`src/hw/rtl/pctt_pkg.sv`:
```
// Types, codes and default sizes shared by the confirm tag tracker modules.
package pctt_pkg;

	localparam int LIST_DEPTH_DEF = 64;
	localparam int TAG_BITS_DEF   = 32;
	localparam int TAG_FIELD_W    = 32;
	localparam int OUT_CNT_W      = 7;
	localparam int S_DATA_W       = 40;
	localparam int S_USER_W       = 3;
	localparam int M_DATA_W       = 48;

	typedef enum logic [2:0] {
		REQ_PUBLISH    = 3'd0,
		REQ_ACK        = 3'd1,
		REQ_NACK       = 3'd2,
		REQ_ENABLE     = 3'd3,
		REQ_DISCONNECT = 3'd4
	} req_t;

	typedef enum logic [2:0] {
		CMD_HOLD,
		CMD_APPEND,
		CMD_COMPARE,
		CMD_SHIFT_TAIL,
		CMD_SHIFT_ALL
	} cmd_t;

	typedef enum logic [2:0] {
		ST_IDLE,
		ST_EXEC,
		ST_FIND,
		ST_DROP_ALL,
		ST_RESULT
	} state_t;

	typedef struct packed {
		cmd_t cmd;
		logic occupied;
		logic append_sel;
	} cell_ctrl_t;

	typedef struct packed {
		logic head_match;
		logic any_match;
	} chain_stat_t;

endpackage

```
`src/hw/rtl/pctt_cell.sv`:
```
// One list cell: holds a tag and its match flag, and takes its neighbour's on a shift.
module pctt_cell #(
	parameter int TAG_BITS = pctt_pkg::TAG_BITS_DEF
) (
	input  logic                 clk,
	input  logic                 arst_n,
	input  pctt_pkg::cell_ctrl_t ctrl,
	input  logic [TAG_BITS-1:0]  want,
	input  logic [TAG_BITS-1:0]  new_tag,
	input  logic [TAG_BITS-1:0]  nxt_tag,
	input  logic                 nxt_match,
	input  logic                 seen_in,
	output logic                 seen_out,
	output logic [TAG_BITS-1:0]  tag,
	output logic                 match
);
	import pctt_pkg::*;

	logic [TAG_BITS-1:0] tag_q;
	logic                match_q;

	// A cell at or after the first match moves up by one on a single drop.
	assign seen_out = seen_in | match_q;
	assign tag      = tag_q;
	assign match    = match_q;

	always_ff @(posedge clk) begin
		case (ctrl.cmd)
			CMD_APPEND: begin
				if (ctrl.append_sel) begin
					tag_q <= new_tag;
				end
			end
			CMD_SHIFT_TAIL: begin
				if (seen_out) begin
					tag_q <= nxt_tag;
				end
			end
			CMD_SHIFT_ALL: tag_q <= nxt_tag;
			default: ;
		endcase
	end

	always_ff @(posedge clk or negedge arst_n) begin
		if (!arst_n) begin
			match_q <= 1'b0;
		end else begin
			case (ctrl.cmd)
				CMD_COMPARE:   match_q <= ctrl.occupied && (tag_q == want);
				CMD_SHIFT_ALL: match_q <= nxt_match;
				default: ;
			endcase
		end
	end

endmodule

```
`src/hw/rtl/pctt_chain.sv`:
```
// The row of list cells, with occupancy decode and the match summary.
module pctt_chain #(
	parameter int LIST_DEPTH = pctt_pkg::LIST_DEPTH_DEF,
	parameter int TAG_BITS   = pctt_pkg::TAG_BITS_DEF,
	localparam int CW        = $clog2(LIST_DEPTH + 1)
) (
	input  logic                  clk,
	input  logic                  arst_n,
	input  pctt_pkg::cmd_t        cmd,
	input  logic [CW-1:0]         count,
	input  logic [TAG_BITS-1:0]   want,
	input  logic [TAG_BITS-1:0]   new_tag,
	output pctt_pkg::chain_stat_t stat
);
	import pctt_pkg::*;

	logic [TAG_BITS-1:0] tag_w [LIST_DEPTH];
	logic [LIST_DEPTH-1:0] match_v;
	logic [LIST_DEPTH:0]   seen_v;

	assign seen_v[0]       = 1'b0;
	assign stat.head_match = match_v[0];
	assign stat.any_match  = |match_v;

	for (genvar i = 0; i < LIST_DEPTH; i++) begin : g_cell
		cell_ctrl_t          ctrl;
		logic [TAG_BITS-1:0] nxt_tag;
		logic                nxt_match;

		assign ctrl.cmd        = cmd;
		assign ctrl.occupied   = (CW'(i) < count);
		assign ctrl.append_sel = (CW'(i) == count);

		if (i == LIST_DEPTH - 1) begin : g_last
			assign nxt_tag   = '0;
			assign nxt_match = 1'b0;
		end else begin : g_mid
			assign nxt_tag   = tag_w[i+1];
			assign nxt_match = match_v[i+1];
		end

		pctt_cell #(
			.TAG_BITS(TAG_BITS)
		) u_cell (
			.clk      (clk),
			.arst_n   (arst_n),
			.ctrl     (ctrl),
			.want     (want),
			.new_tag  (new_tag),
			.nxt_tag  (nxt_tag),
			.nxt_match(nxt_match),
			.seen_in  (seen_v[i]),
			.seen_out (seen_v[i+1]),
			.tag      (tag_w[i]),
			.match    (match_v[i])
		);
	end

endmodule

```
`src/hw/rtl/publish_confirm_tag_tracker_core.sv`:
```
// Top level of the publisher-confirm tag tracker: control, counters and result register.
//
// Channel  Dir  Handshake            Contents
// s_*      in   s_tvalid / s_tready  one request word: kind in tuser, tag and flag in tdata
// m_*      out  m_tvalid / m_tready  one result word per request
//
// A request passes three steps from acceptance to its result word being loaded: IDLE
// takes the word, EXEC executes it, RESULT loads the output register. An ack with a
// nonzero tag has every cell compare its tag in parallel in EXEC, then passes FIND, and
// with multiple set the row of cells shifts down by one entry per cycle until the
// matching entry has left the head.
// Reset clears the counters and the control; no clearing pass runs over the cells.
// A stalled output holds the finished word and the block waits with its result until
// the output register is free; s_tready is high only while no request is in hand.
module publish_confirm_tag_tracker_core #(
	parameter int LIST_DEPTH = pctt_pkg::LIST_DEPTH_DEF,
	parameter int TAG_BITS   = pctt_pkg::TAG_BITS_DEF
) (
	input  logic                          clk,
	input  logic                          arst_n,
	input  logic                          s_tvalid,
	output logic                          s_tready,
	// tdata, lowest bit up: delivery_tag[31:0], multiple[32], zero fill[39:33].
	input  logic [pctt_pkg::S_DATA_W-1:0] s_tdata,
	// tuser: req_type[2:0].
	input  logic [pctt_pkg::S_USER_W-1:0] s_tuser,
	output logic                          m_tvalid,
	input  logic                          m_tready,
	// tdata, lowest bit up: assigned_tag[31:0], tag_matched[32], all_delivered[33],
	// table_full[34], outstanding_count[41:35], zero fill[47:42].
	output logic [pctt_pkg::M_DATA_W-1:0] m_tdata
);
	import pctt_pkg::*;

	localparam int CW = $clog2(LIST_DEPTH + 1);

	state_t state_q, state_d;

	logic [S_USER_W-1:0]    req_q;
	logic [TAG_FIELD_W-1:0] dtag_q;
	logic                   mult_q;
	logic [TAG_FIELD_W-1:0] assigned_q, assigned_d;
	logic                   matched_q, matched_d;
	logic                   full_q, full_d;
	logic [CW-1:0]          count_q, count_d;
	logic [TAG_BITS-1:0]    next_tag_q, next_tag_d;
	logic                   m_valid_q;
	logic [M_DATA_W-1:0]    m_data_q;

	logic                   s_accept;
	logic                   out_free;
	logic                   load_out;
	cmd_t                   cmd;
	chain_stat_t            stat;
	logic [TAG_BITS-1:0]    want;
	logic [TAG_FIELD_W-1:0] next_tag_out;
	logic [OUT_CNT_W-1:0]   out_count;
	logic                   all_delivered;

	assign s_tready = (state_q == ST_IDLE);
	assign s_accept = s_tvalid && s_tready;
	assign out_free = !m_valid_q || m_tready;
	assign m_tvalid = m_valid_q;
	assign m_tdata  = m_data_q;

	// The search compares at the tag width of the list; the reported tag is 32 bits.
	if (TAG_BITS > TAG_FIELD_W) begin : g_wide_tag
		assign want         = {{(TAG_BITS - TAG_FIELD_W){1'b0}}, dtag_q};
		assign next_tag_out = next_tag_q[TAG_FIELD_W-1:0];
	end else if (TAG_BITS == TAG_FIELD_W) begin : g_same_tag
		assign want         = dtag_q;
		assign next_tag_out = next_tag_q;
	end else begin : g_narrow_tag
		assign want         = dtag_q[TAG_BITS-1:0];
		assign next_tag_out = {{(TAG_FIELD_W - TAG_BITS){1'b0}}, next_tag_q};
	end

	if (CW >= OUT_CNT_W) begin : g_cnt_trunc
		assign out_count = count_q[OUT_CNT_W-1:0];
	end else begin : g_cnt_ext
		assign out_count = {{(OUT_CNT_W - CW){1'b0}}, count_q};
	end

	// All delivered is only ever reported for an ack that matched and emptied the list.
	assign all_delivered = matched_q && (count_q == '0);

	pctt_chain #(
		.LIST_DEPTH(LIST_DEPTH),
		.TAG_BITS  (TAG_BITS)
	) u_chain (
		.clk    (clk),
		.arst_n (arst_n),
		.cmd    (cmd),
		.count  (count_q),
		.want   (want),
		.new_tag(next_tag_q),
		.stat   (stat)
	);

	// Next state.
	always_comb begin
		state_d = state_q;
		case (state_q)
			ST_IDLE: begin
				if (s_accept) begin
					state_d = ST_EXEC;
				end
			end
			ST_EXEC: begin
				if ((req_q == REQ_ACK) && (dtag_q != '0)) begin
					state_d = ST_FIND;
				end else begin
					state_d = ST_RESULT;
				end
			end
			ST_FIND: begin
				if (stat.any_match && mult_q && !stat.head_match) begin
					state_d = ST_DROP_ALL;
				end else begin
					state_d = ST_RESULT;
				end
			end
			ST_DROP_ALL: begin
				if (stat.head_match) begin
					state_d = ST_RESULT;
				end
			end
			ST_RESULT: begin
				if (out_free) begin
					state_d = ST_IDLE;
				end
			end
			default: state_d = ST_IDLE;
		endcase
	end

	// Cell commands and the next values of the counters and result flags.
	always_comb begin
		cmd        = CMD_HOLD;
		count_d    = count_q;
		next_tag_d = next_tag_q;
		assigned_d = assigned_q;
		matched_d  = matched_q;
		full_d     = full_q;
		load_out   = 1'b0;
		case (state_q)
			ST_IDLE: begin
				if (s_accept) begin
					assigned_d = '0;
					matched_d  = 1'b0;
					full_d     = 1'b0;
				end
			end
			ST_EXEC: begin
				case (req_q)
					REQ_PUBLISH: begin
						// Publishes are only recorded while confirms are on.
						if (next_tag_q != '0) begin
							if (count_q == CW'(LIST_DEPTH)) begin
								full_d = 1'b1;
							end else begin
								cmd        = CMD_APPEND;
								count_d    = count_q + CW'(1);
								assigned_d = next_tag_out;
								// The counter skips zero when it wraps.
								if (&next_tag_q) begin
									next_tag_d = TAG_BITS'(1);
								end else begin
									next_tag_d = next_tag_q + TAG_BITS'(1);
								end
							end
						end
					end
					REQ_ACK: begin
						if (dtag_q == '0) begin
							count_d   = '0;
							matched_d = 1'b1;
						end else begin
							cmd = CMD_COMPARE;
						end
					end
					REQ_ENABLE: begin
						if (next_tag_q == '0) begin
							next_tag_d = TAG_BITS'(1);
						end
					end
					REQ_DISCONNECT: count_d = '0;
					default: ;
				endcase
			end
			ST_FIND: begin
				// An unknown tag leaves the list and the flags as they are.
				if (stat.any_match) begin
					matched_d = 1'b1;
					count_d   = count_q - CW'(1);
					cmd       = mult_q ? CMD_SHIFT_ALL : CMD_SHIFT_TAIL;
				end
			end
			ST_DROP_ALL: begin
				cmd     = CMD_SHIFT_ALL;
				count_d = count_q - CW'(1);
			end
			ST_RESULT: load_out = out_free;
			default: ;
		endcase
	end

	always_ff @(posedge clk or negedge arst_n) begin
		if (!arst_n) begin
			state_q    <= ST_IDLE;
			count_q    <= '0;
			next_tag_q <= '0;
			m_valid_q  <= 1'b0;
			matched_q  <= 1'b0;
			full_q     <= 1'b0;
		end else begin
			state_q    <= state_d;
			count_q    <= count_d;
			next_tag_q <= next_tag_d;
			matched_q  <= matched_d;
			full_q     <= full_d;
			if (load_out) begin
				m_valid_q <= 1'b1;
			end else if (m_tready) begin
				m_valid_q <= 1'b0;
			end
		end
	end

	always_ff @(posedge clk) begin
		assigned_q <= assigned_d;
		if (s_accept) begin
			req_q  <= s_tuser;
			dtag_q <= s_tdata[TAG_FIELD_W-1:0];
			mult_q <= s_tdata[TAG_FIELD_W];
		end
		if (load_out) begin
			m_data_q <= {(M_DATA_W - TAG_FIELD_W - OUT_CNT_W - 3)'(0), out_count, full_q,
				all_delivered, matched_q, assigned_q};
		end
	end

endmodule

```
`config.mk`:
```
export PLATFORM = sky130hd
export DESIGN_NAME = publish_confirm_tag_tracker_core
export DESIGN_NICKNAME = d
export VERILOG_FILES = /design/src/hw/rtl/pctt_pkg.sv /design/src/hw/rtl/pctt_cell.sv /design/src/hw/rtl/pctt_chain.sv /design/src/hw/rtl/publish_confirm_tag_tracker_core.sv
export SDC_FILE = /design/constraint.sdc
export NUM_CORES = 2
export LEC_CHECK = 0
export BUFFER_PORTS_ARGS = -buffer_cell sky130_fd_sc_hd__buf_2
export CAP_MARGIN = 15
export CORE_ASPECT_RATIO = 1.1
export CORE_MARGIN = 5
export CORE_UTILIZATION = 40
export DETAILED_ROUTE_END_ITERATION = 8
export PLACE_DENSITY = 0.54
export RECOVER_POWER = 25
export SKIP_CTS_REPAIR_TIMING = 1
export SYNTH_ARGS = -nofsm -noshare
export SYNTH_HDL_FRONTEND = slang
export SYNTH_SLANG_ARGS = --single-unit
```
`constraint.sdc`:
```
create_clock -name clk -period 4.3 [get_ports clk]
set_input_delay 0.43 -clock clk [delete_from_list [all_inputs] [get_ports clk]]
set_output_delay 0.43 -clock clk [all_outputs]
set_load 0.005 [all_outputs]
```
# Word-level counts from Yosys, hierarchy flattened

Cells that the tools add are included.

Output and inout port bits: 50
Bits of input ports: 47
Flip-flop bits (word level): 2267
Logic and storage cells: 1008

Bitwise operators: 63
Order comparisons: 64
Mux-type cells: 297
Equality and inequality tests: 284
Add/subtract/negate cells: 3
Reduce and logical (&&, ||, !) cells: 158

Operators with widths:

| kind                  | number |
|---|---|
| $pmux 32 s3           | 64 |
| $mux 32               | 136 |
| $eq 32x32->1          | 64 |
| $eq 6x7->1 const A    | 32 |
| $lt 6x7->1 const A    | 32 |
| $reduce_and 3->1      | 65 |
| $ne 2x2->1 const B    | 74 |
| $ne 2x1->1 const B    | 67 |
| $pmux 1 s2            | 65 |
| $pmux 32 s2           | 2 |
| $eq 5x7->1 const A    | 16 |
| $lt 5x7->1 const A    | 16 |
| $logic_and 1x1->1     | 69 |
| $logic_not 32->1      | 2 |
| $reduce_bool 32->1    | 2 |
| $reduce_or 64->1      | 1 |
| $or 1x1->1            | 63 |
| $eq 4x7->1 const A    | 8 |
| $lt 4x7->1 const A    | 8 |
| $pmux 7 s3            | 2 |
| $add 32x1->32 const B | 1 |
| $reduce_and 32->1     | 1 |
| $eq 3x7->1 const A    | 4 |
| $lt 3x7->1 const A    | 4 |
| other kinds (28)      | 71 |

# Logic depth before layout (Yosys ltp)

Word-level depth: 65
Depth in mapped cells: 10
Mapped depth without buffers: 8

# By module

Synthesis repeated with hierarchy kept, for this count alone.

Cells, all modules: 8628
Area total of the unflattened synthesis: 124105.3 sq um

Modules (own cells, without submodules):

| module                           | cells each | sequential area each (sq um) | area an instance (sq um) | instances |
|---|---|---|---|---|
| pctt_cell                        | 123        | 985.9                        | 1818.0                   | 64 |
| publish_confirm_tag_tracker_core | 521        | 4429.2                       | 6575.1                   | 1 |
| pctt_chain                       | 235        | 0.0                          | 1178.6                   | 1 |

# Worst setup path after synthesis

Ideal clock, no wire load.

Path type: register to register
Start point: register count_q[0]
End point: register assigned_q[0] (enable)
Arrival time: 3825 ps
Path slack: 5 ps
Setup time: 470 ps
Stages on the path, launching flop included: 8
Buffers on the path: 0
Required time: 3830 ps
Period minus slack after synthesis: 4295 ps
Path through: dfrtp_1 > inv_1 > ha_1 > or3b_2 > nor4_1 > a21oi_1 > nand3_1 > a211oi_1

Word-level cells in the longest chain between the ends: 3

RTL lines:

| item                       | RTL line                                | RTL |
|---|---|---|
| start: declaration         | publish_confirm_tag_tracker_core.sv:45  | `logic [CW-1:0] count_q, count_d;` |
| start signal: assignment   | publish_confirm_tag_tracker_core.sv:218 | `count_q <= count_d;` |
| $eq 7x7->1                 | publish_confirm_tag_tracker_core.sv:159 | `if (count_q == CW'(LIST_DEPTH)) begin` |
| $ne 2x2->1 (no line)       | n/a                                     |  |
| $reduce_and 5->1 (no line) | n/a                                     |  |
| end signal: assignment     | publish_confirm_tag_tracker_core.sv:231 | `assigned_q <= assigned_d;` |
| end: declaration           | publish_confirm_tag_tracker_core.sv:42  | `logic [TAG_FIELD_W-1:0] assigned_q, assigned_d;` |

Every way passes these cells.
A chain may end at the register's enable or synchronous reset.

# Final worst setup path

Start point: register u_chain.g_cell[46].u_cell.match_q
End point: register u_chain.g_cell[63].u_cell.tag_q[21], data pin

Word-level cells in the longest chain between the ends: 5
Elaborated cells between the ends (all ways): 7
Those cells by class: 3 x eq/ne; 3 x mux; 1 x reduce/logical

RTL lines:

| item                               | RTL line                                | RTL |
|---|---|---|
| start: declaration                 | pctt_cell.sv:20                         | `logic match_q;` |
| start signal: assignment           | pctt_cell.sv:49                         | `CMD_COMPARE: match_q <= ctrl.occupied && (tag_q == want);` |
| start signal: assignment           | pctt_cell.sv:50                         | `CMD_SHIFT_ALL: match_q <= nxt_match;` |
| $reduce_or 64->1 *                 | pctt_chain.sv:23                        | `assign stat.any_match = \|match_v;` |
| $mux 3 *                           | publish_confirm_tag_tracker_core.sv:193 | `if (stat.any_match) begin` |
| $pmux 3 s3 *                       | publish_confirm_tag_tracker_core.sv:146 | `case (state_q)` |
| $eq 3x3->1 (tied with other cells) | pctt_cell.sv:28                         | `case (ctrl.cmd)` |
| $pmux 32 s3 *                      | pctt_cell.sv:28                         |  |
| end signal: assignment             | pctt_cell.sv:31                         | `tag_q <= new_tag;` |
| end signal: assignment             | pctt_cell.sv:36                         | `tag_q <= nxt_tag;` |
| end signal: assignment             | pctt_cell.sv:39                         | `CMD_SHIFT_ALL: tag_q <= nxt_tag;` |
| end: declaration                   | pctt_cell.sv:19                         | `logic [TAG_BITS-1:0] tag_q;` |

Every way passes the cells marked *; elsewhere a longest branch is shown, timed or not.

==> out/qor.csv <==
stage,metric,value,unit
outcome,result_of_the_run,"finished, violations left",
outcome,failed_checks,"max-capacitance violations, max-slew violations",
timing,whs,26.6,ps
timing,fin_setup_tns,0,ps
setup_path,critical_path_buf_inv_count,2,
worst_hold_path,hp-class,in2reg,
timing,clock-skew-final,134,ps
setup_path,critical_path.startpoint_type,register,
placement,gp_congestion,0.918,
clock_tree,clkSlewWorstSetupHoldPaths,70,ps
floorplan,chipHeight,571,um
clock_tree,numCtsBuffers,243,
logic_synthesis,syn_area,0.115,mm^2
final_layout,multiInputGateArea,0.0426,mm^2
run,timing.max_cap.violations,4,
global_route,grt_first_pass_wirelength,593,mm
logic_synthesis,yosys.area.top_type,sky130_fd_sc_hd__edfxtp_1,
routing,routed_wl,423,mm
logic_synthesis,synthesis.area_per_instance,13.4,um^2
clock_tree,clkLatencyLatePin,960,ps
setup_path,worstPathCellList,nor4_1 > and4_1 > and4_1 > a31oi_2 > buf_4 > nor2_1 > clkbuf_2,
global_route,track_usage,27.6,%
logic_synthesis,yosys-top-cells-area,"sky130_fd_sc_hd__edfxtp_1 (57%), sky130_fd_sc_hd__a21o_1 (13%), sky130_fd_sc_hd__xor2_1 (8.4%)",
floorplan,die-area,0.297,mm^2
setup_path,crit_family,simple AND/OR/NAND/NOR gates,
timing,slew_headroom,-131,%
timing,max_freq,237,MHz
timing,period_share,98.1,%
routing,drt_first_iter_violations,9000,
timing,timing.final.setup_violations,0,
floorplan,effective_utilization_at_floorplan,40.1,%
logic_synthesis,synth_ff_type,sky130_fd_sc_hd__edfxtp_1,
clock_tree,ctsRootBufferMaster,sky130_fd_sc_hd__clkbuf_16,
timing,layout_setup_ws,81.5,ps
placement,port_buffers,83,
timing,finalHoldViolations,0,
floorplan,ios,97,
routing,dr_total_vias,75700,
final_layout,non_filler_instance_count_after_layout,12500,
clock_tree,tritoncts,done,
global_route,grt_antenna_before_repair,13,
clock_tree,cts-htree-levels,4,
setup_path,critPathCaptureType,register,
power,power,59.0,mW
clock_tree,cts_sinks,2267,
setup_path,cp_data_required_time,4800,ps
setup_path,crit_path_max_incr_delay,960,ps
final_layout,fillerInstances,25800,
routing,dr.pass1.iters,6,
setup_path,worst_path_max_delay_cell,sky130_fd_sc_hd__clkbuf_2,
logic_synthesis,synth_edf_count,2158,
final_layout,final-seq-area,0.0675,mm^2
placement,detailed_place_hpwl,276,mm
placement,pre_cts_ws,436,ps
power,power_density,465,mW/mm^2
routing,drt.antenna.violating_nets,0,
setup_path,path_class,reg2reg,
logic_synthesis,ys_ff_latch,2267,
timing,grt_setup_unrepaired,false,
floorplan,floorplan.die.width,520,um
setup_path,critical_path.most_common_cell,sky130_fd_sc_hd__and4_1,
clock_tree,cts-root-to-sink-buffers,4,
placement,dpl.cell_count,12000,
setup_path,critical_path.max_fanout,29,
global_route,overflow,0,
timing,maxSlewViolCount,327,
final_layout,drive_above_1_share,9.25,%
logic_synthesis,netlist.area_leader.share,56.6,%
logic_synthesis,synth.distinct_cells,73,
final_layout,final_core_util,44.4,%
power,power_leakage,55.5,nW
logic_synthesis,asyncSetResetFlopFracSynth,4.81,%
placement,dpl_cell_area,0.120,mm^2
final_layout,final_design_area_no_fill,0.127,mm^2
final_layout,flow.area_growth_from_synthesis,10.8,%
logic_synthesis,synthesis.yosys.warnings,0,
final_layout,finish.net_count,8566,
routing,drc_errors,0,
logic_synthesis,synth.most_common_cell,sky130_fd_sc_hd__edfxtp_1,
logic_synthesis,post_synth_most_frequent_cells,"sky130_fd_sc_hd__edfxtp_1 (2158), sky130_fd_sc_hd__a21o_1 (2020), sky130_fd_sc_hd__xor2_1 (1103)",
floorplan,floorplan.core_area,0.286,mm^2
timing,period_needed,4220,ps
logic_synthesis,synthesized_netlist_cell_count,8520,
routing,routed_via_density,6.08,
setup_path,cp_data_arrival_time,4720,ps
global_route,grt_start_max_net_pins,228,
logic_synthesis,fraction_of_the_yosys_area_taken_by_sequential_cells,59.0,%
timing,worst_slew_pin_slew,3470,ps
floorplan,rows,206,
global_route,grt_pass1_vias,75900,
power,vdd.ir_drop.worst,0.419,mV
routing,avgRoutedWirePerCell,33.9,um
==> tightest hold or removal path, cell delays in order <==
cell	delay (ps)
sky130_fd_sc_hd__buf_2	70
sky130_fd_sc_hd__nand2b_1	330
sky130_fd_sc_hd__nand2_1	90
==> flip-flops by register name, summed over array words and instances (netlist names), 7 cells and up <==
signal and cells:
count_q 7, u_chain.g_cell.u_cell.tag 2048, assigned_q 32, next_tag_out 32, m_tdata 42, u_chain.g_cell.u_cell.match 64, dtag_q 32
==> routing by layer <==
layer	wire [um]	share of wire [%]	track usage [%]	vias to the layer above
met5	34	0.0080	0	-
met4	20900	4.9	11.1	6
met3	34700	8.2	4.75	908
met2	197000	47	45.2	3887
met1	170000	40	36.7	39500
li1	-	-	-	31500
==> placed cells by master, fill, tap and decap left out, types with 14 or more instances in the layout <==
cell type	instances
sky130_fd_sc_hd__o211ai_1	18
sky130_fd_sc_hd__xnor2_1	963
sky130_fd_sc_hd__nand2_1	56
sky130_fd_sc_hd__xor2_1	1103
sky130_fd_sc_hd__clkinv_1	49
sky130_fd_sc_hd__a21oi_1	49
sky130_fd_sc_hd__clkbuf_16	247
sky130_fd_sc_hd__nor3_1	82
sky130_fd_sc_hd__buf_4	182
sky130_fd_sc_hd__dfrtp_1	109
sky130_fd_sc_hd__clkinv_2	39
sky130_fd_sc_hd__edfxtp_1	2158
sky130_fd_sc_hd__and2_0	14
sky130_fd_sc_hd__dlygate4sd3_1	37
sky130_fd_sc_hd__buf_2	44
sky130_fd_sc_hd__a31oi_1	46
sky130_fd_sc_hd__buf_12	103
sky130_fd_sc_hd__clkbuf_2	28
sky130_fd_sc_hd__nor2_2	24
sky130_fd_sc_hd__nor4_1	368
sky130_fd_sc_hd__nand4_1	293
sky130_fd_sc_hd__a221o_1	63
sky130_fd_sc_hd__bufinv_16	14
sky130_fd_sc_hd__a21oi_4	27
sky130_fd_sc_hd__nor2_4	14
sky130_fd_sc_hd__or3_1	16
sky130_fd_sc_hd__o21ai_0	28
sky130_fd_sc_hd__clkbuf_1	128
sky130_fd_sc_hd__nand3_1	56
sky130_fd_sc_hd__and2_1	17
sky130_fd_sc_hd__a21o_1	2020
sky130_fd_sc_hd__inv_1	23
sky130_fd_sc_hd__nor2_1	82
==> kinds of logic (layout without fill, tap and decap cells) <==
| group | after synthesis | count (layout) | share of synthesized area [%] |
|---|---|---|---|
| mux | 2 | 2 | 0.0175 |
| simple gates | 1110 | 1110 | 5.72 |
| flops | 2267 | 2267 | 59.0 |
| fa+ha+maj | 7 | 7 | 0.0765 |
| xor+xnor | 2066 | 2066 | 15.8 |
| compound gates | 2312 | 2312 | 15.1 |
| buf+inv | 755 | 933 | 4.35 |
| other cells | 1 | 12 | 0.00327 |
==> power by group <==
part | switching [mW] | internal [mW]
clock network | 9.13 | 11.4
registers | 0.843 | 25.5
logic | 8.08 | 3.98
total | 18.1 | 40.9
==> path summary, 6_finish.rpt <==
kind,from,depth (start not counted),end,slack [ps]
max,u_chain.g_cell[46].u_cell.match,7,u_chain.g_cell[63].u_cell.tag[21],80
min,m_tready,3,m_tvalid,30
max reg2reg,u_chain.g_cell[46].u_cell.match,7,u_chain.g_cell[63].u_cell.tag[21],80
min reg2reg,assigned_q[10],0,m_tdata[10],420
max in group asynchronous,arst_n,3,u_chain.g_cell[45].u_cell.match,580
min in group asynchronous,arst_n,2,full_q,1240
==> area by class of cell <==
| type | instances | area share, % |
|---|---|---|
| flip-flops and latches | 2267 | 53.2 |
| multi-input cells | 5503 | 33.5 |
| clock buffers | 318 | 5.13 |
| well taps | 3744 | 3.69 |
| repair buffers | 472 | 3.56 |
| clock inverters | 118 | 0.757 |
| inverters | 25 | 0.0740 |
| diodes | 6 | 0.0118 |
Power figures use the tool's default switching activity.
